$ cat src/hdl/binary_contour_tracer_top_defines.svh
// ----------------------------------------------------------------------------
// Binary contour tracer assertion macros
// Shared property forms for the concurrent checks of the contour tracer.
// ----------------------------------------------------------------------------
`ifndef BINARY_CONTOUR_TRACER_TOP_DEFINES_SVH
`define BINARY_CONTOUR_TRACER_TOP_DEFINES_SVH

// Same-cycle implication, disabled during reset.
`define BCT_ASSERT_IMP(lbl, ante, cons, msg) \
  lbl: assert property (@(posedge clk) disable iff (rst) (ante) |-> (cons)) \
    else $error(msg);

// Next-cycle implication, disabled during reset.
`define BCT_ASSERT_NXT(lbl, ante, cons, msg) \
  lbl: assert property (@(posedge clk) disable iff (rst) (ante) |=> (cons)) \
    else $error(msg);

`endif

$ cat src/hdl/bct_pkg.sv
// ----------------------------------------------------------------------------
// Binary contour tracer package
// Word types, limits, status codes and the neighbour offset table.
// ----------------------------------------------------------------------------
package bct_pkg;

  localparam int MAX_WIDTH  = 256;
  localparam int MAX_HEIGHT = 256;
  localparam int MAX_STEPS  = 262144;

  localparam int COL_LIMIT = (MAX_WIDTH < 256) ? MAX_WIDTH : 256;
  localparam int ROW_LIMIT = (MAX_HEIGHT < 256) ? MAX_HEIGHT : 256;

  localparam int COORD_W = 8;
  localparam int DIM_W   = 9;
  localparam int ADDR_W  = 2 * COORD_W;
  localparam int CNT_W   = $clog2(MAX_STEPS + 1);

  localparam logic ACT_LOAD = 1'b0;
  localparam logic ACT_STEP = 1'b1;

  localparam logic [1:0] REG_WIDTH  = 2'd0;
  localparam logic [1:0] REG_HEIGHT = 2'd1;

  typedef enum logic [2:0] {
    ST_POINT    = 3'd0,
    ST_CLOSE    = 3'd1,
    ST_NONE     = 3'd2,
    ST_ABORT    = 3'd3,
    ST_FINISHED = 3'd4
  } status_t;

  typedef struct packed {
    logic               action;
    logic [COORD_W-1:0] pixel_col;
    logic [COORD_W-1:0] pixel_row;
    logic               pixel_on;
  } item_t;

  typedef struct packed {
    logic [COORD_W-1:0] point_col;
    logic [COORD_W-1:0] point_row;
    status_t            status;
  } result_t;

  typedef struct packed {
    logic [COORD_W-1:0] col;
    logic [COORD_W-1:0] row;
    logic               in_bounds;
  } probe_t;

  // Column offset of each direction, as a ten-bit two's complement value.
  function automatic logic [DIM_W:0] nbr_dx(input logic [2:0] dir);
    logic [DIM_W:0] off;
    case (dir)
      3'd0, 3'd6, 3'd7: off = '1;
      3'd1, 3'd5:       off = '0;
      default:          off = (DIM_W + 1)'(1);
    endcase
    return off;
  endfunction

  // Row offset of each direction, as a ten-bit two's complement value.
  function automatic logic [DIM_W:0] nbr_dy(input logic [2:0] dir);
    logic [DIM_W:0] off;
    case (dir)
      3'd0, 3'd1, 3'd2: off = (DIM_W + 1)'(1);
      3'd3, 3'd7:       off = '0;
      default:          off = '1;
    endcase
    return off;
  endfunction

endpackage

$ cat src/hdl/bct_nbr_unit.sv
// ----------------------------------------------------------------------------
// Binary contour tracer neighbour unit
// Shared adder and bounds compare that locates one neighbour of a point.
// ----------------------------------------------------------------------------
module bct_nbr_unit (
  input  logic [bct_pkg::COORD_W-1:0] cur_col,
  input  logic [bct_pkg::COORD_W-1:0] cur_row,
  input  logic [2:0]                  dir,
  input  logic [bct_pkg::DIM_W-1:0]   width,
  input  logic [bct_pkg::DIM_W-1:0]   height,
  output bct_pkg::probe_t             probe
);

  logic [bct_pkg::DIM_W:0] sum_col;
  logic [bct_pkg::DIM_W:0] sum_row;

  assign sum_col = {2'b00, cur_col} + bct_pkg::nbr_dx(dir);
  assign sum_row = {2'b00, cur_row} + bct_pkg::nbr_dy(dir);

  assign probe.col       = sum_col[bct_pkg::COORD_W-1:0];
  assign probe.row       = sum_row[bct_pkg::COORD_W-1:0];
  assign probe.in_bounds = !sum_col[bct_pkg::DIM_W] &&
                           (sum_col[bct_pkg::DIM_W-1:0] < width) &&
                           !sum_row[bct_pkg::DIM_W] &&
                           (sum_row[bct_pkg::DIM_W-1:0] < height);

endmodule

$ cat config.mk
export PLATFORM = sky130hd
export DESIGN_NAME = bct_nbr_unit
export DESIGN_NICKNAME = d
export VERILOG_FILES = /design/src/hdl/binary_contour_tracer_top_defines.svh /design/src/hdl/bct_pkg.sv /design/src/hdl/bct_nbr_unit.sv
export SDC_FILE = /design/constraint.sdc
export NUM_CORES = 1
export LEC_CHECK = 0
export BUFFER_PORTS_ARGS = -buffer_cell sky130_fd_sc_hd__buf_2
export CAP_MARGIN = 10
export CELL_PAD_IN_SITES_DETAIL_PLACEMENT = 0
export CELL_PAD_IN_SITES_GLOBAL_PLACEMENT = 2
export CORE_MARGIN = 1.5
export CORE_UTILIZATION = 27
export DETAILED_ROUTE_END_ITERATION = 7
export GPL_TIMING_DRIVEN = 0
export PLACE_DENSITY_LB_ADDON = 0.25
export SYNTH_ARGS = -nofsm -noshare
export SYNTH_HDL_FRONTEND = slang
export SYNTH_SLANG_ARGS = --single-unit
export TNS_END_PERCENT = 10
$ cat constraint.sdc
create_clock -name vclk -period 18.6
set_input_delay 5.58 -clock vclk [all_inputs]
set_output_delay 5.58 -clock vclk [all_outputs]
set_load 0.02 [all_outputs]
* Yosys cells after proc, flatten, opt, wreduce, memory -nomap -nowiden *
Cells that the tools add are included.

storage, ports and cells
  register bits = 0
  latch bits = 0
  bits in writable memories = 0
  bits in read-only memories = 0
  logic and storage cells = 22
  memories = 0

operators by class
  $add $sub $neg = 2
  $mul = 0
  divide/modulo/power cells = 0
  magnitude comparators = 2
  equality and inequality tests = 6
  shifts and indexed selects = 0
  muxes and demuxes = 2
  bitwise logic cells = 0
  reduce and logical (&&, ||, !) cells = 10

operators with widths
  kind                number
  $pmux 10 s2         2
  $add 8x10->10       2
  $lt 9x9->1          2
  $eq 3x3->1 const B  3
  $eq 3x2->1 const B  2
  $reduce_or 3->1     2
  $reduce_or 2->1     2
  $eq 3x1->1 const B  1
  $logic_and 1x1->1   3
  $logic_not 3->1     1
  $logic_not 1->1     2

* Depth between registers and ports, before layout *
Gate-level depths: netlist (run 1).

  depth after elaboration = 8
  depth in mapped cells = 15
  mapped depth without buffers = 15

* Least setup slack after synthesis (run 1) *
No wires, ideal clock.

  kind = input port to output port
  start = in dir[2]
  end = out probe[0] in the netlist's numbering
  data arrival time = 8688 ps
  setup slack = 4332 ps
  stages = 14
  path buffers = 0
  path through = nor3_1 a21oi_1 inv_1 ha_1 o21ai_0 o21ai_1 a31oi_1 xor2_1 ha_1 nand4_1 o21ai_0 nor2_1 nand2_1 nor4_1

RTL lines
  element      RTL line            text
  from (decl)  bct_nbr_unit.sv:8   input logic [2:0] dir,
  to (decl)    bct_nbr_unit.sv:11  output bct_pkg::probe_t probe

==> impl_results.md, run 1 <==
* Setup Total Neg Slack at 0 ns
* Post-synth top cells: ha_1, inv_1, a21oi_1
* Yosys warnings at 0
* Largest net degree at the start of global routing at 12
* Crit path kind: primary input to output pin
* Leak Pwr at 0.758 nW
* Mapped Cells at 145
* Sequential cell count at 0
* Hold WC Path Type: primary input to output pin
* Postcts setup bufs at 0
* Top cell type by total area after synthesis: ha_1
* Final worst-path cycle share at 77.4%
* Top-count cell post-synth: ha_1
* CP arrival at 8.81 ns
* Global route overflow at 0
* Global placement routability congestion at 0.773
* Vias in the first global route at 1,147
* Initial Util at 28.7%
* Die Ht at 66.1 um
* Core area at between 3000 and 4000 sq um
* CP startpoint kind: primary input
* Post-synth cell types at 35
* Top cells by area, synth: ha_1, xnor2_1, inv_1
* CP required at between 10 and 15 ns
* Cts repair resizes at 0
* Share of Yosys cell area claimed by the top area cell type at 32.6%
* Worst Tran Pin Value at 0.450 ns
* DP HPWL at 2540 um
* Final Util at 37.4%
* Initial DRC count at 26
* Initial antenna violation count at 0
* Status: complete, no violations
* Fmax achieved at 69.5 MHz
* Hold Violations, Final at 0
* First-pass GRT wire length at 4750 um
* Final-stage net count at 266
* IO Pins at 54
* Pwr Total at 60.1 uW
* Clock buf count at 0
* Die W at 66.1 um
* Routed WL at 2830 um
* Synth-to-Final Area Change at 30.2%
* Peak VDD IR at approximately 18 uV
* # setup viols final at 0
* Final ANT Viol Nets at 0
* RSZ-0062 raised after global routing: false
* Final min period at 14.39 ns
* GRT Overall Usage at 13.1%
* IO Port Bufs at 53
* Slew Limit Fails at 0
* Layout cell share with drive strength beyond 1 at 31.8%
* Drt first pass iters at 4
* Synthesized area per cell at 7.42 sq um
* DR WL/cell at 11.5 um
* # DRC at 0
* Synth Net Count at roughly 210
* CP Capture Type: output pin
* Max-cap violations at 0
* PD cells at 42.9 nW/um^2
* Hold Buf Count CTS at 0
* DIE AREA at 4370 sq um
* Mapped Area at 1080 sq um
* Row count at 22
* Seq/Total Area, Yosys at 0%
* Vias at ~1,200
* Worst Path Max Fanout at 11
* Antenna Cells at 0
* Register Area at 0 sq um
* Max_slew headroom at 70.0%
* Via density at around 4.8
-- cell usage in the layout, fill, tap and decap left out, types with 2 or more instances in the layout --
cell	instances
a211oi_1	3
a21o_1	2
a21oi_1	12
a31oi_1	2
a41oi_1	2
buf_2	54
ha_1	28
inv_1	20
nand2_1	8
nand2b_1	5
nand3_1	4
nand4_1	2
nor2_1	7
nor3_1	6
nor4_1	3
o21ai_0	6
o21ai_1	2
o41ai_2	2
xnor2_1	11
xor2_1	4
-- layout make-up --
cell class / count / area (sq um)
multi-input cells: 123 / 991
inverters: 20 / 75.1
plain buffers: 2 / 10.0
repair buffers: 53 / 265
well taps: 48 / 60.1
fillers: 434 / 2340
-- routing by layer --
metal	track usage (%)	up-vias	wire, um
li1	-	637	-
met3	0.852	0	137
met4	0.510	0	0
met2	21.9	32	1250
met1	19.2	507	1450
met5	0	-	0
-- per-stage QoR --
stage          hold WS, ns  setup WS [ns]  cells  cell area, sq um
6_report             11.52           4.21    246              1400
5_1_grt              11.55           3.83    246              1400
4_1_cts              11.52           4.20    246              1400
3_5_place_dp         11.52           4.21    246              1400
3_3_place_gp         11.52           4.19    246              1400
2_1_floorplan        11.30           4.33    145              1080
-- critical path, cell delays in order --
cell,delay (ns)
buf_2,0.12
nor3_1,0.17
a21oi_1,0.06
inv_1,0.34
ha_1,0.37
a21o_1,0.20
a211oi_1,0.27
nor2_1,0.11
o41ai_2,0.24
xnor2_1,0.11
ha_1,0.19
a211oi_1,0.24
o21ai_0,0.14
nor2_1,0.12
nand2_1,0.06
nor4_1,0.26
buf_2,0.21
-- where the power goes --
| part | internal, mW | leakage (nW) | switching [mW] |
|---|---|---|---|
| Combinational | 0.0246 | 0.758 | 0.0354 |
| Sequential | 0 | 0 | 0 |
| Clock | 0 | 0 | 0 |
-- cell families (layout without fill, tap and decap cells) --
| logic type | Yosys count | after routing | share of synthesized area, % |
|---|---|---|---|
| adders and majority gates | 29 | 29 | 34.4 |
| and+or+nand+nor | 39 | 39 | 18.7 |
| AOI/OAI and AO/OA | 40 | 40 | 26.7 |
| xor gates and xnor gates | 15 | 15 | 12.2 |
| buffers and inverters | 22 | 75 | 7.91 |
-- worst paths after layout --
path,startpoint,to,slack [ns],cells after the start
hold / removal,cur_row[0],probe[1],11.52,3
setup / recovery,dir[1],probe[0],4.21,17
(Power assumes the default switching activity.)
==> run 2: changes to the inputs <==
ABC_AREA = 1   (was unset)
CORE_UTILIZATION = 23   (was 27)
clock period = 11.87 ns   (was 18.6 ns; I/O delays follow)
==> impl_results.md, run 2 <==
* Sequential cell count at 0 (unchanged)
* Cts repair resizes at 0 (unchanged)
* PD cells at 67.9 nW/um^2 (+58%)
* Simple-gate share of the synthesized area at 37.1% (+18 points)
* Core area at 5610 sq um (+50%)
* Pwr Total at 117 uW (+95%)
* XOR/XNOR share of the synthesized area at 6.40% (-5.8 points)
* Fillers at 675 (+56%)
* Fmax achieved at between 90 and 100 MHz
* Post-synth cell types at 28 (-20%)
* Commonest non-fill, non-tap cells in the layout: nand2_1, buf_2, inv_1, ha_1, a21oi_1
* Die Ht at 80.1 um (+21%)
* DP HPWL at 3150 um (+24%)
* DP Worst Slack at 1.42 ns (-2.79 ns)
* Cell Area, Placed at 1720 sq um (+23%)
* Leak Pwr at 1.05 nW (+39%)
* Clock Power Share at 0% (unchanged)
* Crit path kind: primary input to output pin
* Synth-to-Final Area Change at 26.0%
* Crit. Startpoint: dir[2]
* Vias in the first global route at 1,300 (+13%)
* NetSw at 72.5 uW (+100%)
* RSZ-0062 raised after global routing: false
* Global placement routability congestion at 0.754 (-2.4%)
* Routed WL at 3410 um (+21%)
* Largest net degree at the start of global routing at 12 (unchanged)
* Final Cell Area at 1720 sq um (+23%)
* Worst Tran Pin Value at 0.383 ns (-0.0669 ns)
* Clock buf count at 0 (unchanged)
* IO Port Bufs at 53 (unchanged)
* Die W at 80.1 um (+21%)
* Final ANT Viol Nets at 0 (unchanged)
* Critical-path top delay cell: ha_1
* Setup Total Neg Slack at 0 ns (unchanged)
* # setup viols final at 0 (unchanged)
* Antenna Cells at 0 (unchanged)
* Vias at 1,478 (+26%)
* Slowest cell delay on critical path at 0.42 ns (+0.05 ns)
* Buf/Inv on CP at 4 (+1)
* DR WL/cell at 9.78 um (-15%)
* Max_slew headroom at 74.2% (+4.2 points)
* Int Power at 44.6 uW (+81%)
* Slew Limit Fails at 0 (unchanged)
* Initial antenna violation count at 0 (unchanged)
* Layout cell share with drive strength beyond 1 at 28.2% (-3.7 points)
* Postcts setup bufs at 0 (unchanged)
* Final-stage net count at 345 (+30%)
* Gate power share at 100.0% (about the same)
* Drt first pass iters at 4 (unchanged)
* Sequential share of power at 0% (unchanged)
* Final min period at 10.39 ns
* Hold depth at 3 (unchanged)
* CP startpoint kind: primary input
* Global route overflow at 0 (unchanged)
* Top cells by area, synth: ha_1, nand2_1, inv_1
* Hold Buf Count CTS at 0 (unchanged)
* Critical Path End: probe[0]
* Hold Violations, Final at 0 (unchanged)
* Seq/Total Area, Yosys at 0% (unchanged)
* Final worst-path cycle share at 87.5%
* Initial Util at 24.4% (-4.3 points)
* Share of Yosys cell area claimed by the top area cell type at 25.6% (-7.0 points)
* # DRC at 0 (unchanged)
* Sw Share at 61.9% (+2.9 points)
* Peak VDD IR at 20.9 uV (+16%)
* CP Cell Sequence: buf_4, o21ai_0, inv_1, ha_1, nand2_1, inv_1, a21oi_1, o21ai_0, a21oi_1, xor2_1, ha_1, nand2_1, nor2_1, o211ai_1, nand3_1, a21oi_1, nand2_1, nor2_1, buf_2
* Via density at 4.23 (-11%)
* CP required at 8.31 ns (-4.71 ns)
* First-pass GRT wire length at 5720 um (+20%)
* Post-Synth Adder-Cell Area at 27.1% (-7.4 points)
* Final Worst Setup Slack at 1.48 ns (-2.73 ns)
* Mapped Cells at 224 (+54%)
* Mapped Area at 1370 sq um (+27%)
* GRT Overall Usage at 10.8% (-2.3 points)
* DIE AREA at 6420 sq um (+47%)
* Status: complete, no violations
* CP Capture Type: output pin
* Top-count cell post-synth: nand2_1
* Hold Slack at 7.51 ns (-4.01 ns)
* CP arrival at 6.83 ns (-1.98 ns)
* Post-synth top cells: nand2_1, inv_1, ha_1
* Max-cap violations at 0 (unchanged)
* Combinational family with the most area after synthesis: simple AND/OR/NAND/NOR gates
* CP Depth at 19 (+2)
* Register Area at 0 sq um (unchanged)
* Hold WC Path Type: primary input to output pin
* IO Pins at 54 (unchanged)
* Initial DRC count at 32 (+23%)
* Synth Area in Compound Gates at 15.6% (-11 points)
* Synthesized area per cell at 6.11 sq um (-18%)
* Top cell type by total area after synthesis: ha_1
* Synth Net Count at 290 (+37%)
* Delay-heaviest family, CP: compound AO/OA/AOI/OAI gates
* Worst Path Max Fanout at 11 (unchanged)
* Row count at 27 (+23%)
* Multi-input logic area at 1180 sq um (+19%)
* Post-synthesis mux area share at 0% (unchanged)
* Yosys warnings at 0 (unchanged)
run 2: how the worst min path moves through the flow:
stage	start	to	slack, ns
2_1_floorplan	cur_row[0]	probe[1]	7.35
3_3_place_gp	cur_col[0]	probe[9]	7.50
3_5_place_dp	cur_col[0]	probe[9]	7.51
4_1_cts	cur_col[0]	probe[9]	7.51
5_1_grt	cur_col[0]	probe[9]	7.54
6_report	cur_col[0]	probe[9]	7.51
run 2: cell families (layout without fill, tap and decap cells):
kind of cell             after synthesis  count (layout)
AO/OA/AOI/OAI                         36              36
XOR/XNOR                              10              10
adder cells (fa/ha/maj)               29              29
buffers and inverters                 48             101
AND/OR/NAND/NOR                      101             101
run 2: metrics by stage:
stage,instances,utilization [%]
floorplan,224,-
global placement,349,30.7
detailed placement,349,30.7
CTS,349,30.7
global route,349,30.7
finish,349,30.7
run 2: area by class of cell:
| class | count | share of cell area (%) |
|---|---|---|
| inverter | 47 | 10.5 |
| tap | 72 | 5.22 |
| buffer | 1 | 0.435 |
| multi-input combinational | 176 | 68.4 |
| timing repair buffer | 53 | 15.4 |
run 2: layer usage:
layer  up-vias  track usage, %  part of all wire [%]
li1        826               -                     -
met1       623            15.2                    50
met2        29            19.3                    47
met3         0           0.114                   2.9
met4         0               0                     0
met5         -               0                     0
run 2: power groups by stage:
stage               Sequential (mW)  Combinational [mW]  Clock [mW]
finish                            0               0.117           0
global route                      0               0.134           0
CTS                               0               0.120           0
detailed placement                0               0.119           0
global placement                  0               0.120           0
floorplan                         0              0.0855           0
==> run 3: changes to the inputs <==
PLACE_DENSITY_LB_ADDON = 0.1   (was 0.25)
==> impl_results.md, run 3 (synthesis gave the netlist of run 2 again) <==
* Peak VDD IR at 22.0 uV (+5.6%)
* Final worst-path cycle share at 87.6% (about the same)
* Vias in the first global route at 1,273 (-2.1%)
* Via density at 4.15 (-2.0%)
* Setup Total Neg Slack at 0 ns (unchanged)
* Crit path kind: primary input to output pin
* CP startpoint kind: primary input
* Buf/Inv on CP at 4 (unchanged)
* Fmax achieved at 96.2 MHz (about the same)
* Leak Pwr at 1.05 nW (unchanged)
* PD cells at 68.6 nW/um^2 (+0.98%)
* Die W at 80.1 um (unchanged)
* CP required at 8.31 ns (about the same)
* Met3 wire len at 225 um (+130%)
* Layout cell share with drive strength beyond 1 at 28.2% (unchanged)
* CP Cell Sequence: buf_4, o21ai_0, inv_1, ha_1, nand2_1, inv_1, a21oi_1, o21ai_0, a21oi_1, xor2_1, ha_1, nand2_1, nor2_1, o211ai_1, nand3_1, a21oi_1, nand2_1, nor2_1, buf_2
* Status: complete, no violations
* Top Metal Used: met3
* Hold Buf Count CTS at 0 (unchanged)
* Initial antenna violation count at 0 (unchanged)
* Global route overflow at 0 (unchanged)
* Final Non-Filler Cells at 349 (unchanged)
* Final Worst Setup Slack at 1.47 ns (-0.00899 ns)
* Critical-path top delay cell: ha_1
* Placed cells at 349 (unchanged)
* Routed WL at 3500 um (+2.5%)
* Row count at 27 (unchanged)
* Die Ht at 80.1 um (unchanged)
* Max-cap violations at 0 (unchanged)
* Hold Violations, Final at 0 (unchanged)
* DIE AREA at 6420 sq um (unchanged)
* Synth-to-Final Area Change at 26.0% (unchanged)
* # DRC at 0 (unchanged)
* Slowest cell delay on critical path at 0.41 ns (about the same)
* Final ANT Viol Nets at 0 (unchanged)
* Delay-heaviest family, CP: compound AO/OA/AOI/OAI gates
* First-pass GRT wire length at 5750 um (+0.47%)
* Initial Util at 24.4% (unchanged)
* CP Capture Type: output pin
* Slew Limit Fails at 0 (unchanged)
* Pwr Total at 118 uW (+0.98%)
* DR WL/cell at 10.0 um (+2.5%)
* Final min period at 10.40 ns (+0.00899 ns)
* Final Cell Area at 1720 sq um (unchanged)
* RSZ-0062 raised after global routing: false
* Drt first pass iters at 5 (+1)
* CP arrival at 6.83 ns (about the same)
* Vias at 1,448 (-2.0%)
* Routed wl met2 at 1270 um (-20%)
* Antenna Cells at 0 (unchanged)
* Worst Tran Pin Value at 0.401 ns (+0.0179 ns)
* IO Pins at 54 (unchanged)
* Commonest non-fill, non-tap cells in the layout: nand2_1, buf_2, inv_1, ha_1, a21oi_1
* DP HPWL at 3240 um (+2.9%)
* Initial DRC count at 28 (-13%)
* Postcts setup bufs at 0 (unchanged)
* Largest net degree at the start of global routing at 12 (unchanged)
* Sequential cell count at 0 (unchanged)
* Global placement routability congestion at 0.731 (-3.1%)
* Final-stage net count at 345 (unchanged)
* Fillers at 666 (-1.3%)
* Worst Path Max Fanout at 11 (unchanged)
* Clock buf count at 0 (unchanged)
* Met1 wire length at 2000 um (+17%)
* GRT Overall Usage at 10.8% (about the same)
* IO Port Bufs at 53 (unchanged)
* Cell Area, Placed at 1720 sq um (unchanged)
* Cts repair resizes at 0 (unchanged)
* Max_slew headroom at 73.2% (-0.95 points)
* Register Area at 0 sq um (unchanged)
* DP Worst Slack at 1.43 ns (+0.00788 ns)
* Hold WC Path Type: primary input to output pin
* Core area at 5610 sq um (unchanged)
* # setup viols final at 0 (unchanged)
-- run 3: cell counts in the layout (fill, tap and decap cells not counted) --
Identical to the previous run, type by type.
-- run 3: path summary, 6_finish.rpt --
path / cells past startpoint / endpoint / startpoint
worst min-delay path: 3 / probe[9] / cur_col[0]
worst max-delay path: 19 / probe[0] / dir[2]
-- run 3: power by group --
| part | total, mW | switching [mW] | internal, mW |
|---|---|---|---|
| registers | 0 | 0 | 0 |
| logic | 0.118 | 0.0736 | 0.0446 |
| clock network | 0 | 0 | 0 |
-- run 3: cell type report --
cell class / count / area, sq um / share of cell area (%)
multi-input combinational: 176 / 1180 / 68.4
timing repair buffer: 53 / 265 / 15.4
inverter: 47 / 181 / 10.5
tap: 72 / 90.1 / 5.22
buffer: 1 / 7.51 / 0.435
-- run 3: per-layer routing --
| metal | vias to the layer above | GRT usage (%) |
|---|---|---|
| met1 | 576 | 18.4 |
| met2 | 42 | 15.1 |
| met4 | 0 | 0 |
| li1 | 830 | - |
| met3 | 0 | 0.455 |
| met5 | - | 0 |
-- run 3: per-stage QoR --
step                utilization (%)  hold slack, ns
global route                   30.7            7.54
finish                         30.7            7.51
detailed placement             30.7            7.51
CTS                            30.7            7.51
global placement               30.7            7.52
floorplan                         -            7.35
-- run 3: tightest hold or removal path: stages --
cell and delay [ns]:
buf_2 0.08, ha_1 0.14, buf_2 0.16
